--- src/rtl/dse_pkg.sv ---
// ----------------------------------------------------------------------------
// dse_pkg
// Shared types for the drawdown statistics engine: sequencer states and the
// kind of ratio that is in flight.
// ----------------------------------------------------------------------------
package dse_pkg;

  typedef enum logic [3:0] {
    S_IDLE,
    S_EVAL,
    S_RATIO,
    S_DIV_WAIT,
    S_APPLY,
    S_FINAL,
    S_AVG,
    S_AVG_WAIT,
    S_EMIT
  } state_t;

  // What a finished ratio is used for
  typedef enum logic [1:0] {
    K_DD,          // drop of the current sample from the peak
    K_CLOSE_MID,   // depth of an episode closed by a new peak
    K_CLOSE_END    // depth of an episode still open at the final sample
  } kind_t;

endpackage

--- src/rtl/dse_divider.sv ---
// ----------------------------------------------------------------------------
// dse_divider
// Shared restoring radix-2 divider, one quotient bit per cycle. The dividend
// shifts out of the top of a register while quotient bits shift into the
// bottom. A ratio starts with the difference as partial remainder and a zero
// dividend; a plain division starts with remainder zero.
// ----------------------------------------------------------------------------
module dse_divider #(
  parameter int DIV_BITS  = 32,
  parameter int QUO_BITS  = 36,
  parameter int STEP_BITS = 6
) (
  input  logic                 clk,
  input  logic                 rst_n,
  input  logic                 start,
  input  logic [DIV_BITS-1:0]  rem_init,
  input  logic [QUO_BITS-1:0]  dividend,
  input  logic [DIV_BITS-1:0]  divisor,
  input  logic [STEP_BITS-1:0] steps,
  output logic                 done,
  output logic [QUO_BITS-1:0]  quotient
);

  logic [DIV_BITS-1:0]  rem_r, rem_nxt;
  logic [DIV_BITS-1:0]  div_r, div_nxt;
  logic [QUO_BITS-1:0]  dvd_r, dvd_nxt;
  logic [STEP_BITS-1:0] cnt_r, cnt_nxt;
  logic                 done_r, done_nxt;
  logic [DIV_BITS:0]    trial;
  logic [DIV_BITS:0]    diff;
  logic                 qbit;

  assign trial = {rem_r, dvd_r[QUO_BITS-1]};
  assign diff  = trial - {1'b0, div_r};
  assign qbit  = (trial >= {1'b0, div_r});

  always_comb begin
    rem_nxt  = rem_r;
    div_nxt  = div_r;
    dvd_nxt  = dvd_r;
    cnt_nxt  = cnt_r;
    done_nxt = 1'b0;
    if (start) begin
      rem_nxt = rem_init;
      div_nxt = divisor;
      dvd_nxt = dividend;
      cnt_nxt = steps;
    end else if (cnt_r != '0) begin
      // remainder stays below the divisor, so the low bits always fit
      rem_nxt  = qbit ? diff[DIV_BITS-1:0] : trial[DIV_BITS-1:0];
      dvd_nxt  = {dvd_r[QUO_BITS-2:0], qbit};
      cnt_nxt  = cnt_r - STEP_BITS'(1);
      done_nxt = (cnt_r == STEP_BITS'(1));
    end
  end

  always_ff @(posedge clk) begin
    if (!rst_n) begin
      cnt_r  <= '0;
      done_r <= 1'b0;
    end else begin
      cnt_r  <= cnt_nxt;
      done_r <= done_nxt;
    end
    rem_r <= rem_nxt;
    div_r <= div_nxt;
    dvd_r <= dvd_nxt;
  end

  assign done     = done_r;
  assign quotient = dvd_r;

  a_rem_below_div: assert property (@(posedge clk) disable iff (!rst_n)
    (cnt_r != '0) |-> (rem_r < div_r))
    else $error("divider remainder not below divisor");

  a_start_idle: assert property (@(posedge clk) disable iff (!rst_n)
    start |-> (cnt_r == '0))
    else $error("divider started while busy");

  a_done_idle: assert property (@(posedge clk) disable iff (!rst_n)
    done_r |-> (cnt_r == '0))
    else $error("divider done with steps left");

endmodule

--- src/rtl/drawdown_statistics_engine.sv ---
// ----------------------------------------------------------------------------
// drawdown_statistics_engine
// Running peak, worst drop, mean episode depth and longest run below peak
// over a series of Q16.16 equity samples; one result after the last sample.
// ----------------------------------------------------------------------------
//  channel | direction | fields                                   | handshake
//  in_     | input     | sample_value, last_sample                | valid/ready
//  out_    | output    | max_drawdown, average_drawdown,          | valid/ready
//          |           | max_recovery                             |
//
//  One transaction at a time; in_ready is high only while the sequencer idles.
//  The bit-serial divider computes each ratio but those of a zero peak or a
//  whole loss. The last sample may add one more ratio, for an episode still
//  open, and a division of the depth sum by the episode count with a
//  FRACTION_BITS + COUNT_BITS bit quotient for the mean. The first sample and
//  a new peak with no open episode skip the divider. Reset is synchronous and
//  needs no clearing pass. A result waiting on out_ready stalls only the emit
//  step of the following series; the earlier samples of that series proceed regardless.
// ----------------------------------------------------------------------------
module drawdown_statistics_engine #(
  parameter int VALUE_BITS    = 32,
  parameter int FRACTION_BITS = 16,
  parameter int COUNT_BITS    = 20
) (
  input  logic                     clk,
  input  logic                     rst_n,
  input  logic                     in_valid,
  output logic                     in_ready,
  input  logic [VALUE_BITS-1:0]    in_sample_value,
  input  logic                     in_last_sample,
  output logic                     out_valid,
  input  logic                     out_ready,
  output logic [FRACTION_BITS-1:0] out_max_drawdown,
  output logic [FRACTION_BITS-1:0] out_average_drawdown,
  output logic [COUNT_BITS-1:0]    out_max_recovery
);

  import dse_pkg::*;

  localparam int SUM_BITS  = FRACTION_BITS + COUNT_BITS;
  localparam int DIV_BITS  = (VALUE_BITS > COUNT_BITS) ? VALUE_BITS : COUNT_BITS;
  localparam int STEP_BITS = $clog2(SUM_BITS + 1);

  state_t                   state_r, state_nxt;
  kind_t                    kind_r, kind_nxt;
  logic [VALUE_BITS-1:0]    sample_r, sample_nxt;
  logic                     last_r, last_nxt;
  logic [VALUE_BITS-1:0]    peak_r, peak_nxt;
  logic [VALUE_BITS-1:0]    trough_r, trough_nxt;
  logic                     open_r, open_nxt;
  logic                     first_r, first_nxt;
  logic [FRACTION_BITS-1:0] worst_r, worst_nxt;
  logic [SUM_BITS-1:0]      sum_r, sum_nxt;
  logic [COUNT_BITS-1:0]    count_r, count_nxt;
  logic [COUNT_BITS-1:0]    run_r, run_nxt;
  logic [COUNT_BITS-1:0]    longest_r, longest_nxt;
  logic [VALUE_BITS-1:0]    op_diff_r, op_diff_nxt;
  logic [VALUE_BITS-1:0]    op_peak_r, op_peak_nxt;
  logic [FRACTION_BITS-1:0] ratio_r, ratio_nxt;
  logic [FRACTION_BITS-1:0] avg_r, avg_nxt;
  logic                     out_valid_r, out_valid_nxt;
  logic [FRACTION_BITS-1:0] out_dd_r, out_dd_nxt;
  logic [FRACTION_BITS-1:0] out_avg_r, out_avg_nxt;
  logic [COUNT_BITS-1:0]    out_rec_r, out_rec_nxt;

  logic                     div_start;
  logic [DIV_BITS-1:0]      div_rem_init;
  logic [SUM_BITS-1:0]      div_dividend;
  logic [DIV_BITS-1:0]      div_divisor;
  logic [STEP_BITS-1:0]     div_steps;
  logic                     div_done;
  logic [SUM_BITS-1:0]      div_quo;

  logic [COUNT_BITS-1:0]    run_inc;
  logic [COUNT_BITS-1:0]    count_inc;
  logic [SUM_BITS:0]        sum_add;
  logic [SUM_BITS-1:0]      sum_sat;

  assign run_inc   = (&run_r) ? run_r : run_r + COUNT_BITS'(1);
  assign count_inc = (&count_r) ? count_r : count_r + COUNT_BITS'(1);
  assign sum_add   = {1'b0, sum_r} + (SUM_BITS + 1)'(ratio_r);
  assign sum_sat   = sum_add[SUM_BITS] ? '1 : sum_add[SUM_BITS-1:0];

  dse_divider #(
    .DIV_BITS  (DIV_BITS),
    .QUO_BITS  (SUM_BITS),
    .STEP_BITS (STEP_BITS)
  ) u_div (
    .clk      (clk),
    .rst_n    (rst_n),
    .start    (div_start),
    .rem_init (div_rem_init),
    .dividend (div_dividend),
    .divisor  (div_divisor),
    .steps    (div_steps),
    .done     (div_done),
    .quotient (div_quo)
  );

  always_comb begin
    state_nxt     = state_r;
    kind_nxt      = kind_r;
    sample_nxt    = sample_r;
    last_nxt      = last_r;
    peak_nxt      = peak_r;
    trough_nxt    = trough_r;
    open_nxt      = open_r;
    first_nxt     = first_r;
    worst_nxt     = worst_r;
    sum_nxt       = sum_r;
    count_nxt     = count_r;
    run_nxt       = run_r;
    longest_nxt   = longest_r;
    op_diff_nxt   = op_diff_r;
    op_peak_nxt   = op_peak_r;
    ratio_nxt     = ratio_r;
    avg_nxt       = avg_r;
    out_dd_nxt    = out_dd_r;
    out_avg_nxt   = out_avg_r;
    out_rec_nxt   = out_rec_r;
    out_valid_nxt = out_valid_r && !out_ready;
    div_start     = 1'b0;
    div_rem_init  = '0;
    div_dividend  = '0;
    div_divisor   = '0;
    div_steps     = '0;

    unique case (state_r)
      S_IDLE: begin
        if (in_valid) begin
          sample_nxt = in_sample_value;
          last_nxt   = in_last_sample;
          state_nxt  = S_EVAL;
        end
      end

      S_EVAL: begin
        priority if (!first_r) begin
          first_nxt  = 1'b1;
          peak_nxt   = sample_r;
          trough_nxt = sample_r;
          open_nxt   = 1'b0;
          run_nxt    = '0;
          state_nxt  = S_FINAL;
        end else if (sample_r > peak_r) begin
          // new peak: close the open episode against the old peak
          peak_nxt    = sample_r;
          trough_nxt  = sample_r;
          run_nxt     = '0;
          op_diff_nxt = peak_r - trough_r;
          op_peak_nxt = peak_r;
          kind_nxt    = K_CLOSE_MID;
          state_nxt   = open_r ? S_RATIO : S_FINAL;
        end else begin
          open_nxt = 1'b1;
          if (sample_r < trough_r) begin
            trough_nxt = sample_r;
          end
          if (sample_r < peak_r) begin
            run_nxt = run_inc;
            if (run_inc > longest_r) begin
              longest_nxt = run_inc;
            end
          end else begin
            run_nxt = '0;
          end
          op_diff_nxt = peak_r - sample_r;
          op_peak_nxt = peak_r;
          kind_nxt    = K_DD;
          state_nxt   = S_RATIO;
        end
      end

      S_RATIO: begin
        priority if (op_peak_r == '0) begin
          ratio_nxt = '0;
          state_nxt = S_APPLY;
        end else if (op_diff_r >= op_peak_r) begin
          ratio_nxt = '1;
          state_nxt = S_APPLY;
        end else begin
          div_start    = 1'b1;
          div_rem_init = DIV_BITS'(op_diff_r);
          div_divisor  = DIV_BITS'(op_peak_r);
          div_steps    = STEP_BITS'(FRACTION_BITS);
          state_nxt    = S_DIV_WAIT;
        end
      end

      S_DIV_WAIT: begin
        if (div_done) begin
          ratio_nxt = div_quo[FRACTION_BITS-1:0];
          state_nxt = S_APPLY;
        end
      end

      S_APPLY: begin
        unique case (kind_r)
          K_DD: begin
            if (ratio_r > worst_r) begin
              worst_nxt = ratio_r;
            end
            state_nxt = S_FINAL;
          end
          K_CLOSE_MID: begin
            sum_nxt   = sum_sat;
            count_nxt = count_inc;
            open_nxt  = 1'b0;
            state_nxt = S_FINAL;
          end
          K_CLOSE_END: begin
            sum_nxt   = sum_sat;
            count_nxt = count_inc;
            open_nxt  = 1'b0;
            state_nxt = S_AVG;
          end
          default: state_nxt = S_FINAL;
        endcase
      end

      S_FINAL: begin
        priority if (!last_r) begin
          state_nxt = S_IDLE;
        end else if (open_r) begin
          op_diff_nxt = peak_r - trough_r;
          op_peak_nxt = peak_r;
          kind_nxt    = K_CLOSE_END;
          state_nxt   = S_RATIO;
        end else begin
          state_nxt = S_AVG;
        end
      end

      S_AVG: begin
        if (count_r == '0) begin
          avg_nxt   = '0;
          state_nxt = S_EMIT;
        end else begin
          div_start    = 1'b1;
          div_dividend = sum_r;
          div_divisor  = DIV_BITS'(count_r);
          div_steps    = STEP_BITS'(SUM_BITS);
          state_nxt    = S_AVG_WAIT;
        end
      end

      S_AVG_WAIT: begin
        if (div_done) begin
          avg_nxt   = (div_quo[SUM_BITS-1:FRACTION_BITS] != '0) ? '1
                                                                : div_quo[FRACTION_BITS-1:0];
          state_nxt = S_EMIT;
        end
      end

      S_EMIT: begin
        if (!out_valid_r || out_ready) begin
          out_valid_nxt = 1'b1;
          out_dd_nxt    = worst_r;
          out_avg_nxt   = avg_r;
          out_rec_nxt   = longest_r;
          // series done: back to the reset picture
          peak_nxt      = '0;
          trough_nxt    = '0;
          open_nxt      = 1'b0;
          first_nxt     = 1'b0;
          worst_nxt     = '0;
          sum_nxt       = '0;
          count_nxt     = '0;
          run_nxt       = '0;
          longest_nxt   = '0;
          state_nxt     = S_IDLE;
        end
      end

      default: state_nxt = S_IDLE;
    endcase
  end

  always_ff @(posedge clk) begin
    if (!rst_n) begin
      state_r     <= S_IDLE;
      peak_r      <= '0;
      trough_r    <= '0;
      open_r      <= 1'b0;
      first_r     <= 1'b0;
      worst_r     <= '0;
      sum_r       <= '0;
      count_r     <= '0;
      run_r       <= '0;
      longest_r   <= '0;
      out_valid_r <= 1'b0;
    end else begin
      state_r     <= state_nxt;
      peak_r      <= peak_nxt;
      trough_r    <= trough_nxt;
      open_r      <= open_nxt;
      first_r     <= first_nxt;
      worst_r     <= worst_nxt;
      sum_r       <= sum_nxt;
      count_r     <= count_nxt;
      run_r       <= run_nxt;
      longest_r   <= longest_nxt;
      out_valid_r <= out_valid_nxt;
    end
    kind_r    <= kind_nxt;
    sample_r  <= sample_nxt;
    last_r    <= last_nxt;
    op_diff_r <= op_diff_nxt;
    op_peak_r <= op_peak_nxt;
    ratio_r   <= ratio_nxt;
    avg_r     <= avg_nxt;
    out_dd_r  <= out_dd_nxt;
    out_avg_r <= out_avg_nxt;
    out_rec_r <= out_rec_nxt;
  end

  assign in_ready             = (state_r == S_IDLE);
  assign out_valid            = out_valid_r;
  assign out_max_drawdown     = out_dd_r;
  assign out_average_drawdown = out_avg_r;
  assign out_max_recovery     = out_rec_r;

  a_run_le_longest: assert property (@(posedge clk) disable iff (!rst_n)
    run_r <= longest_r)
    else $error("current run exceeds longest run");

  a_worst_monotonic: assert property (@(posedge clk) disable iff (!rst_n)
    (state_r != S_EMIT) |=> (worst_r >= $past(worst_r)))
    else $error("worst drawdown decreased within a series");

  a_result_from_emit: assert property (@(posedge clk) disable iff (!rst_n)
    (out_valid_nxt && !(out_valid_r && !out_ready)) |-> (state_r == S_EMIT))
    else $error("result loaded outside emit state");

  a_div_done_waiting: assert property (@(posedge clk) disable iff (!rst_n)
    div_done |-> (state_r == S_DIV_WAIT || state_r == S_AVG_WAIT))
    else $error("divider finished while sequencer not waiting");

endmodule

--- config.mk ---
export PLATFORM = sky130hd
export DESIGN_NAME = drawdown_statistics_engine
export DESIGN_NICKNAME = d
export VERILOG_FILES = /design/src/rtl/dse_pkg.sv /design/src/rtl/dse_divider.sv /design/src/rtl/drawdown_statistics_engine.sv
export SDC_FILE = /design/constraint.sdc
export NUM_CORES = 1
export LEC_CHECK = 0
export ABC_AREA = 0
export BUFFER_PORTS_ARGS = -buffer_cell sky130_fd_sc_hd__buf_2
export CORE_MARGIN = 4
export CORE_UTILIZATION = 65
export CTS_BUF_LIST = sky130_fd_sc_hd__clkbuf_2 sky130_fd_sc_hd__clkbuf_4 sky130_fd_sc_hd__clkbuf_8
export DETAILED_ROUTE_END_ITERATION = 8
export GPL_TIMING_DRIVEN = 0
export PLACE_DENSITY_LB_ADDON = 0.08
export SLEW_MARGIN = 20
export SYNTH_ARGS = -nofsm -noshare
export SYNTH_HDL_FRONTEND = slang
export SYNTH_SLANG_ARGS = --single-unit
--- constraint.sdc ---
create_clock -name clk -period 5.1 [get_ports clk]
set_clock_uncertainty 0.15 [all_clocks]
set_input_delay 0.51 -clock clk [delete_from_list [all_inputs] [get_ports clk]]
set_output_delay 0.51 -clock clk [all_outputs]
set_load 0.02 [all_outputs]
# Word level (Yosys, flattened, before mapping)
# Cells that the tools add are included.
# word_totals
ff_bits	473
input_bits	37
out_inout_bits	54
wordCells	205
# op_classes
n_addsub	7
magnitude_cmp	7
n_eq_ne	30
mux	98
bitwise_logic	2
n_reduce_logical	35
# op_table
operator	n
two-way mux 32 bit	21
one-hot mux 32 bit (2 select lines)	5
two-way mux 36 bit	7
two-way mux 20 bit	12
two-way mux 16 bit	9
one-hot mux 20 bit (2 select lines)	3
one-hot mux 16 bit (2 select lines)	3
subtractor 32 bit	3
one-hot mux 36 bit (2 select lines)	1
< comparator 32 bit	2
adder 20 x 1 -> 20 bit (second input constant)	2
AND reduction 20 bit	2
adder 36 x 16 -> 37 bit	1
one-hot mux 4 bit (9 select lines)	1
>= comparator 33 x 32 -> 1 bit	1
>= comparator 32 bit	1
> comparator 32 bit	1
logical NOT 32 bit	1
inequality test 2 bit (second input constant)	12
two-way mux 3 bit	7
> comparator 20 bit	1
logical NOT 20 bit	1
two-way mux 4 bit	5
AND reduction 4 bit	5
other kinds (35)	72

# Depth between registers and ports, before layout
# Gate-level depths: netlist of the first run.
# depth
word_depth	8
ltp_mapped	21
mapped_depth_nobuf	20

# Cells and area by module
# From an unflattened synthesis of the first run, not the netlist that was laid out.
# hier_totals
hier_cells	2937
hier_area_um2	27950.6
# modules_own_cells
module	n_inst	cells_each	area_each_um2	seq_area_each_um2
drawdown_statistics_engine	1	2300	21295.4	9158.8
dse_divider	1	637	6655.1	3143.0

# Worst setup path after synthesis of the first run
# Ideal clock, no wire load.
# synth_timing
path_type	register to register
startpoint	reg op_diff_r[17]
endpoint	reg u_div.dvd_r[0] (netlist: u_div.quotient[0]) (enable)
setup_time_ns	0.428
arrival_time_ns	3.552
t_required_ns	4.522
setup_slack_ns	0.970
stages_incl_launch_ff	12
n_path_buf	1
synth_period_minus_slack_ns	4.130
path_cell_list	edfxtp_1 > ha_1 > a211oi_1 > o21bai_1 > a21o_1 > a21oi_1 > o2111ai_1 > a21oi_1 > and2_1 > nor2_1 > clkbuf_1 > nand2_1
# synth_via
elab_chain_cells	5
# synth_rtl
element	line	source
start, declared	drawdown_statistics_engine.sv:57	logic [VALUE_BITS-1:0] op_diff_r, op_diff_nxt;
start signal, assigned	drawdown_statistics_engine.sv:308	op_diff_r <= op_diff_nxt;
>= comparator 32 bit	drawdown_statistics_engine.sv:178	end else if (op_diff_r >= op_peak_r) begin
two-way mux 1 bit	drawdown_statistics_engine.sv:178	
two-way mux 1 bit	drawdown_statistics_engine.sv:175	priority if (op_peak_r == '0) begin
one-hot mux 1 bit (2 select lines)	drawdown_statistics_engine.sv:128	unique case (state_r)
nonzero test 2 bit (no source line)	-	
end signal, assigned	dse_divider.sv:67	dvd_r <= dvd_nxt;
end, declared	dse_divider.sv:26	logic [QUO_BITS-1:0] dvd_r, dvd_nxt;
# Every way passes these cells.
# A chain may end at the register's enable or synchronous reset.

# Worst setup path in the final report of the first run
# layout_timing
startpoint	reg run_r[3]
endpoint	reg longest_r[17]
# layout_via
elab_chain_cells	7
word_cells_on_any_way	11
classes_between	1 x add/sub; 1 x order compare; 1 x eq/ne; 6 x mux; 2 x reduce/logical
# layout_rtl
element	line	source
start, declared	drawdown_statistics_engine.sv:55	logic [COUNT_BITS-1:0] run_r, run_nxt;
start signal, assigned	drawdown_statistics_engine.sv:301	run_r <= run_nxt;
adder 20 x 1 -> 20 bit / AND reduction 20 bit (equally long branches)	drawdown_statistics_engine.sv:79	assign run_inc = (&run_r) ? run_r : run_r + COUNT_BITS'(1);
two-way mux 20 bit (*)	drawdown_statistics_engine.sv:79	
parallel branches: the longest is 5 deep, another holds > comparator 20 bit	-	
end signal, assigned	drawdown_statistics_engine.sv:302	longest_r <= longest_nxt;
end, declared	drawdown_statistics_engine.sv:56	logic [COUNT_BITS-1:0] longest_r, longest_nxt;
# Every way passes the cells marked *. The select of a mux whose other input is x is not followed.

==> results.cfg, run 1 <==
[sta]
max_slew_margin_pct = 40.5
finalHoldViolations = 0
tightest_slew_ns = 0.893
drv_slew = 0
finalCritPeriodShare_pct = 96.7
clock.fmax_mhz = 203
setup_viol = 0
fin_crit_ns = 4.93
worst_slack_ns = 0.167
rsz0062_at_grt = yes

[worst_setup_path]
worst-setup-path-type = flop to flop
reg2regPathDepth = 18
rr_startpoint = run_r[3]$_SDFFE_PN0P_
r2r-end = longest_r[17]$_SDFFE_PN0P_
endpoint_kind = flop
endpoint = longest_r[17]$_SDFFE_PN0P_
cp.arrival_ns = 5.32
crit_path_start = run_r[3]$_SDFFE_PN0P_
worstPathMaxFanout = 10
critPathRequiredTime_ns = 5.49
cp-start-kind = flop
r2r_setup_slack_ns = 0.17

[clocking]
cts-htree-levels = 3
cts_buffers = 78
clock_latency_ns = 0.66
clock-sinks = 473
cts_tree = built
cts_root_buf = clkbuf_8
max-clock-path-buffers = 3
path_clk_slew_ns = 0.07

[die]
die_w_um = 213
design.die.area_sq_mm = 0.0452
pin_count = 91
rows = 74
core_sq_mm = 0.0411
start_util_pct = 66.2
die_height_um = 213

[final_layout]
final_area_sq_mm = 0.0305
final_core_util_pct = 74.2
fillCellCount = 2929
nNetsFinal = 3337
syn2layout_area_growth_pct = 12.0
n_antenna_cell = 0
drive_gt1_share_pct = 9.50
regArea_sq_mm = 0.0123
multiInputGateArea_sq_mm = 0.0137

[min_path]
worstHoldStart = out_ready
hold_class = input pin to flop

[pwr]
comb_power_share_pct = 35.6
p_int_mw = 8.78
total_leakage_power_nw = 12.7
powerDensity_mw_per_mm2 = 448
switchingPower_mw = 4.88
ir_drop_mv = 0.311
netSwitchingFraction_pct = 35.7
power_frac_seq_pct = 39.2
power_frac_clock_pct = 25.2

[yosys]
synth-adder-area-share_pct = 10.3
synthMuxAreaShare_pct = 3.96
yosysMostFrequentCell = nand2_1
netlist_area_sq_mm = 0.0272
syn_area_per_cell_sq_um = 9.50
synthCells = 2865
synth_top_area_cell = edfxtp_1
synth_ff_type = edfxtp_1
yosys.area_share.simple_pct = 15.3
ys_seq_area_share_pct = 45.2
synth_area_leaders = edfxtp_1, dfxtp_1, ha_1, nand2_1, a21oi_1
yosys-top-cells-count = nand2_1, edfxtp_1, nor2_1
yosysTopAreaCellShare_pct = 31.2
yosysWarnings = 0
synth_top_family_by_area = compound AO/OA/AOI/OAI gates
synth_compound_area_share_pct = 16.5
synth_xor_area_share_pct = 4.05
ys_seq_elements = 473
synthArstFlopShare_pct = 0
synth_nets = 3124
yosys.cell_types.count = 91
synth-edff-count = 283

[global_routing]
grt_max_degree = 65
grt_pass1_vias = 22300
grt_pass1_wl_um = 119000
gr-total-overflow = 0
grtUsageTotal_pct = 33.3
antenna_found_initial = 0

[drt]
postRouteAntennaNets = 0
wl_per_cell_um = 20.6
drc = 0
drt-pass1-iter-count = 6
wl_um = 75700
via_per_inst = 6.18
drt-initial-drc-count = 2248
num_vias = 22700

[placed_design]
dpl_cell_area_sq_mm = 0.0285
io_buffers = 89
hpwl_um = 56200
pre_cts_slack_ns = -0.0344
place_congestion = 0.964

[run]
max_cap_viol_count = 0

[run_status]
status = finished, final reports clean
sequential cells by signal, indices dropped and copies added, names as in the netlist, 20 cells and up:
signal,cells
count_r,20
longest_r,20
op_diff_r,32
op_peak_r,32
out_max_recovery,20
peak_r,32
run_r,20
sample_r,32
sum_r,36
trough_r,32
u_div.div_r,32
u_div.quotient,36
u_div.rem_r,32
worst min-delay path by stage:
stage	endpoint	slack [ns]	cells past startpoint
after CTS	out_valid$_SDFF_PN0_	0.1	4
after floorplan	out_average_drawdown[0]$_DFFE_PP_	0.25	0
final	out_valid$_SDFF_PN0_	0.15	4
after global routing	out_valid$_SDFF_PN0_	0.15	4
after global placement	out_average_drawdown[15]$_DFFE_PP_	0.25	0
after detailed placement	out_average_drawdown[4]$_DFFE_PP_	0.25	0
area by class of cell:
cell class / instances / share of cell area (%)
plain buffers: 113 / 1.63
clock buffers: 120 / 4.76
clock inverters: 20 / 0.521
inverters: 213 / 2.63
multi-input cells: 2066 / 44.9
flip-flops and latches: 473 / 40.3
well taps: 532 / 2.18
repair buffers: 133 / 3.04
what timing repair did:
item                       CTS  global route
hold buffers                34             0
hold endpoints to repair    34             0
resized for setup            1            12
setup buffers                0             5
setup endpoints to repair   20            20
pin swaps                    0             2
layer usage:
metal	global-route usage, %	vias up	routed length (um)
li1	-	10700	-
met1	46.5	10700	32300
met2	52.9	1028	34800
met3	5.98	190	6200
met4	11.6	0	2390
met5	0	-	0
critical path, stage by stage (launching register included):
cell and delay [ns]:
dfxtp_1 0.45, and4_1 0.24, nand4_1 0.23, nor3_2 0.33, nand3_2 0.19, nor2_4 0.27, mux2_2 0.42, ha_1 0.34
nor2b_1 0.17, o21ai_0 0.16, nand2b_1 0.08, a21oi_1 0.20, o22ai_1 0.11, a2111oi_1 0.46, o21ai_0 0.17, o21a_1 0.16
a21oi_1 0.19, buf_4 0.26, mux2i_1 0.26
cells by family after synthesis:
group                      Yosys count
AOI/OAI and AO/OA                  710
DFF                                473
buffers and inverters              326
muxes                              107
xor gates and xnor gates           126
adders and majority gates          222
and+or+nand+nor                    901
layout by cell type, fill, tap and decap left out, types with 68 or more instances in the layout:
cell and instances:
ha_1 218, clkbuf_8 88, o21ai_0 173, buf_2 101
a21oi_1 227, edfxtp_1 283, nand2_1 344, mux2i_1 103
inv_1 211, clkbuf_1 88, dfxtp_1 190, xnor2_1 68
nor2_1 228
metrics by stage:
| stage | hold WS (ns) | std cells | total power [mW] | TNS [ns] |
|---|---|---|---|---|
| after floorplan | 0.250 | 2865 | 8.82 | 0 |
| after global placement | 0.251 | 3486 | 9.91 | -96.32 |
| after detailed placement | 0.255 | 3491 | 10.1 | -0.0678 |
| after CTS | 0.0951 | 3665 | 13.6 | 0 |
| after global routing | 0.146 | 3670 | 14.4 | 0 |
| final | 0.146 | 3670 | 13.7 | 0 |
power groups by stage:
stage	clock (mW)	combinational (mW)	sequential, mW
global placement	0	4.48	5.43
finish	3.45	4.86	5.35
floorplan	0	3.57	5.25
global route	3.68	5.35	5.40
CTS	3.47	4.75	5.33
detailed placement	0	4.70	5.41
Power figures use the tool's default switching activity.
==> run 2: changes to the inputs <==
==> constraint.sdc (replaced) <==
create_clock -name clk -period 5.1 [get_ports clk]
set_clock_uncertainty 0.15 [all_clocks]
set_input_delay 1.02 -clock clk [delete_from_list [all_inputs] [get_ports clk]]
set_output_delay 1.02 -clock clk [all_outputs]
set_load 0.02 [all_outputs]
==> results.cfg, run 2 (synthesis gave the netlist of run 1 again) <==
[run_status]
status = finished, final reports clean

[drt]
via_per_inst = 6.16
num_vias = 22400
drc = 0
wl_um = 74000
wl_per_cell_um = 20.4
postRouteAntennaNets = 0
drt-pass1-iter-count = 6
drt-initial-drc-count = 2287

[worst_setup_path]
crit_family = simple AND/OR/NAND/NOR gates
cp_cell_sequence = and4_1, nand4_1, nor2_4, nand4_1, nor2_1, and4_1, nand3_1, mux2i_2, inv_1, ha_1, nand4_1, nor2_1, nand3_1, or3_1, o22ai_1, a2111oi_2, o21ai_0, o21a_1, a21oi_1, buf_4, mux2i_1
worst-path-buf-inv = 2
cpMostUsedCell = nand4_1
cp.arrival_ns = 5.14
reg2regPathDepth = 21
r2r_setup_slack_ns = 0.35
rr_startpoint = run_r[3]$_SDFFE_PN0P_
cp-start-kind = flop
cp_slowest_cell = dfxtp_1
critPathRequiredTime_ns = 5.49
r2r-end = longest_r[17]$_SDFFE_PN0P_
worstPathMaxFanout = 10
critPathMaxStageDelay_ns = 0.45
worst-setup-path-type = flop to flop
endpoint_kind = flop

[die]
design.die.area_sq_mm = 0.0452
core_sq_mm = 0.0411
pin_count = 91
die_w_um = 213
die_height_um = 213
start_util_pct = 66.2
rows = 74

[min_path]
min_to = out_average_drawdown[5]$_DFFE_PP_
hold_depth = 0
worstHoldStart = avg_r[5]$_SDFFCE_PP0P_
hold_class = flop to flop

[final_layout]
layout_common_cells = nand2_1, edfxtp_1, nor2_1, a21oi_1, ha_1
fillCellCount = 3007
layout_commonest_cell = nand2_1
final_area_sq_mm = 0.0302
drive_gt1_share_pct = 9.63
nNetsFinal = 3303
final_core_util_pct = 73.4
syn2layout_area_growth_pct = 10.8

[sta]
finalHoldViolations = 0
setup_viol = 0
drv_slew = 0
finalCritPeriodShare_pct = 93.2
rsz0062_at_grt = no
worst_slack_ns = 0.348
clock.fmax_mhz = 210
tns_ns = 0
fin_crit_ns = 4.75
tightest_slew_ns = 0.906
max_slew_margin_pct = 39.6

[pwr]
ir_drop_mv = 0.308
total_power_mw = 13.6
powerDensity_mw_per_mm2 = 451
total_leakage_power_nw = 12.6

[global_routing]
grtUsageTotal_pct = 32.5
grt_pass1_vias = 21900
grt_max_degree = 65
grt_pass1_wl_um = 116000
antenna_found_initial = 1
gr-total-overflow = 0

[placed_design]
io_buffers = 89
hpwl_um = 56200
dpl_cell_area_sq_mm = 0.0285
place_congestion = 0.964
pre_cts_slack_ns = -0.0344

[clocking]
cts_buffers = 78
cts_root_buf = clkbuf_8
cts-htree-levels = 3
clock_latency_ns = 0.65
path_clk_slew_ns = 0.06
max-clock-path-buffers = 3
clock-sinks = 473
cts_tree = built

[run]
max_cap_viol_count = 0
==> run 2: per-layer routing <==
metal	track usage, %	wire [um]	vias up
li1	-	-	10700
met1	46.1	31700	10600
met2	50.7	33500	998
met3	5.79	6540	176
met4	11.4	2380	0
met5	0	0	-
==> run 2: worst register-to-register path, delay by kind of cell, from the launching register on <==
family,cells,cell delay [ns]
AO/OA/AOI/OAI,5,0.65
buffers and inverters,2,0.32
AND/OR/NAND/NOR,11,2.30
adder cells (fa/ha/maj),1,0.31
multiplexers,2,0.48
flip-flops,1,0.45
==> run 2: worst max-delay path by stage <==
stage	from	end	depth (start not counted)
after global placement	count_r[0]$_SDFFE_PN0P_	u_div.rem_r[5]$_DFFE_PP_	11
after CTS	run_r[3]$_SDFFE_PN0P_	longest_r[17]$_SDFFE_PN0P_	20
after floorplan	op_diff_r[17]$_DFFE_PP_	u_div.quotient[0]$_DFFE_PP_	11
final	run_r[3]$_SDFFE_PN0P_	longest_r[17]$_SDFFE_PN0P_	21
after global routing	run_r[3]$_SDFFE_PN0P_	longest_r[17]$_SDFFE_PN0P_	21
after detailed placement	run_r[3]$_SDFFE_PN0P_	longest_r[2]$_SDFFE_PN0P_	20
==> run 2: layout make-up <==
type / instances / area [sq um] / share of cell area [%]
Multi-Input combinational cell: 2066 / 13700 / 45.4
Antenna cell: 1 / 2.50 / 0.00829
Buffer: 113 / 498 / 1.65
Clock buffer: 120 / 1450 / 4.81
Tap cell: 532 / 666 / 2.21
Clock inverter: 20 / 159 / 0.527
Sequential cell: 473 / 12300 / 40.8
Inverter: 213 / 802 / 2.66
Timing Repair Buffer: 99 / 586 / 1.94
==> run 2: power breakdown <==
group	switching [mW]	total [mW]	internal, mW
Combinational	2.90	4.83	1.93
Sequential	0.426	5.35	4.92
Clock	1.52	3.43	1.91
==> run 2: per-stage QoR <==
stage               hold WS [ns]  cells
finish                     0.263   3637
global route               0.274   3637
CTS                        0.267   3631
detailed placement         0.255   3491
global placement           0.251   3486
floorplan                  0.250   2865
==> run 2: repair_timing <==
item | in CTS | in global routing
setup buffers | 0 | 5
gates resized for setup | 1 | 13
pin swaps | 0 | 3
setup endpoints to repair | 20 | 20
hold buffers | 0 | 0
endpoints found under the hold margin | 0 | 0
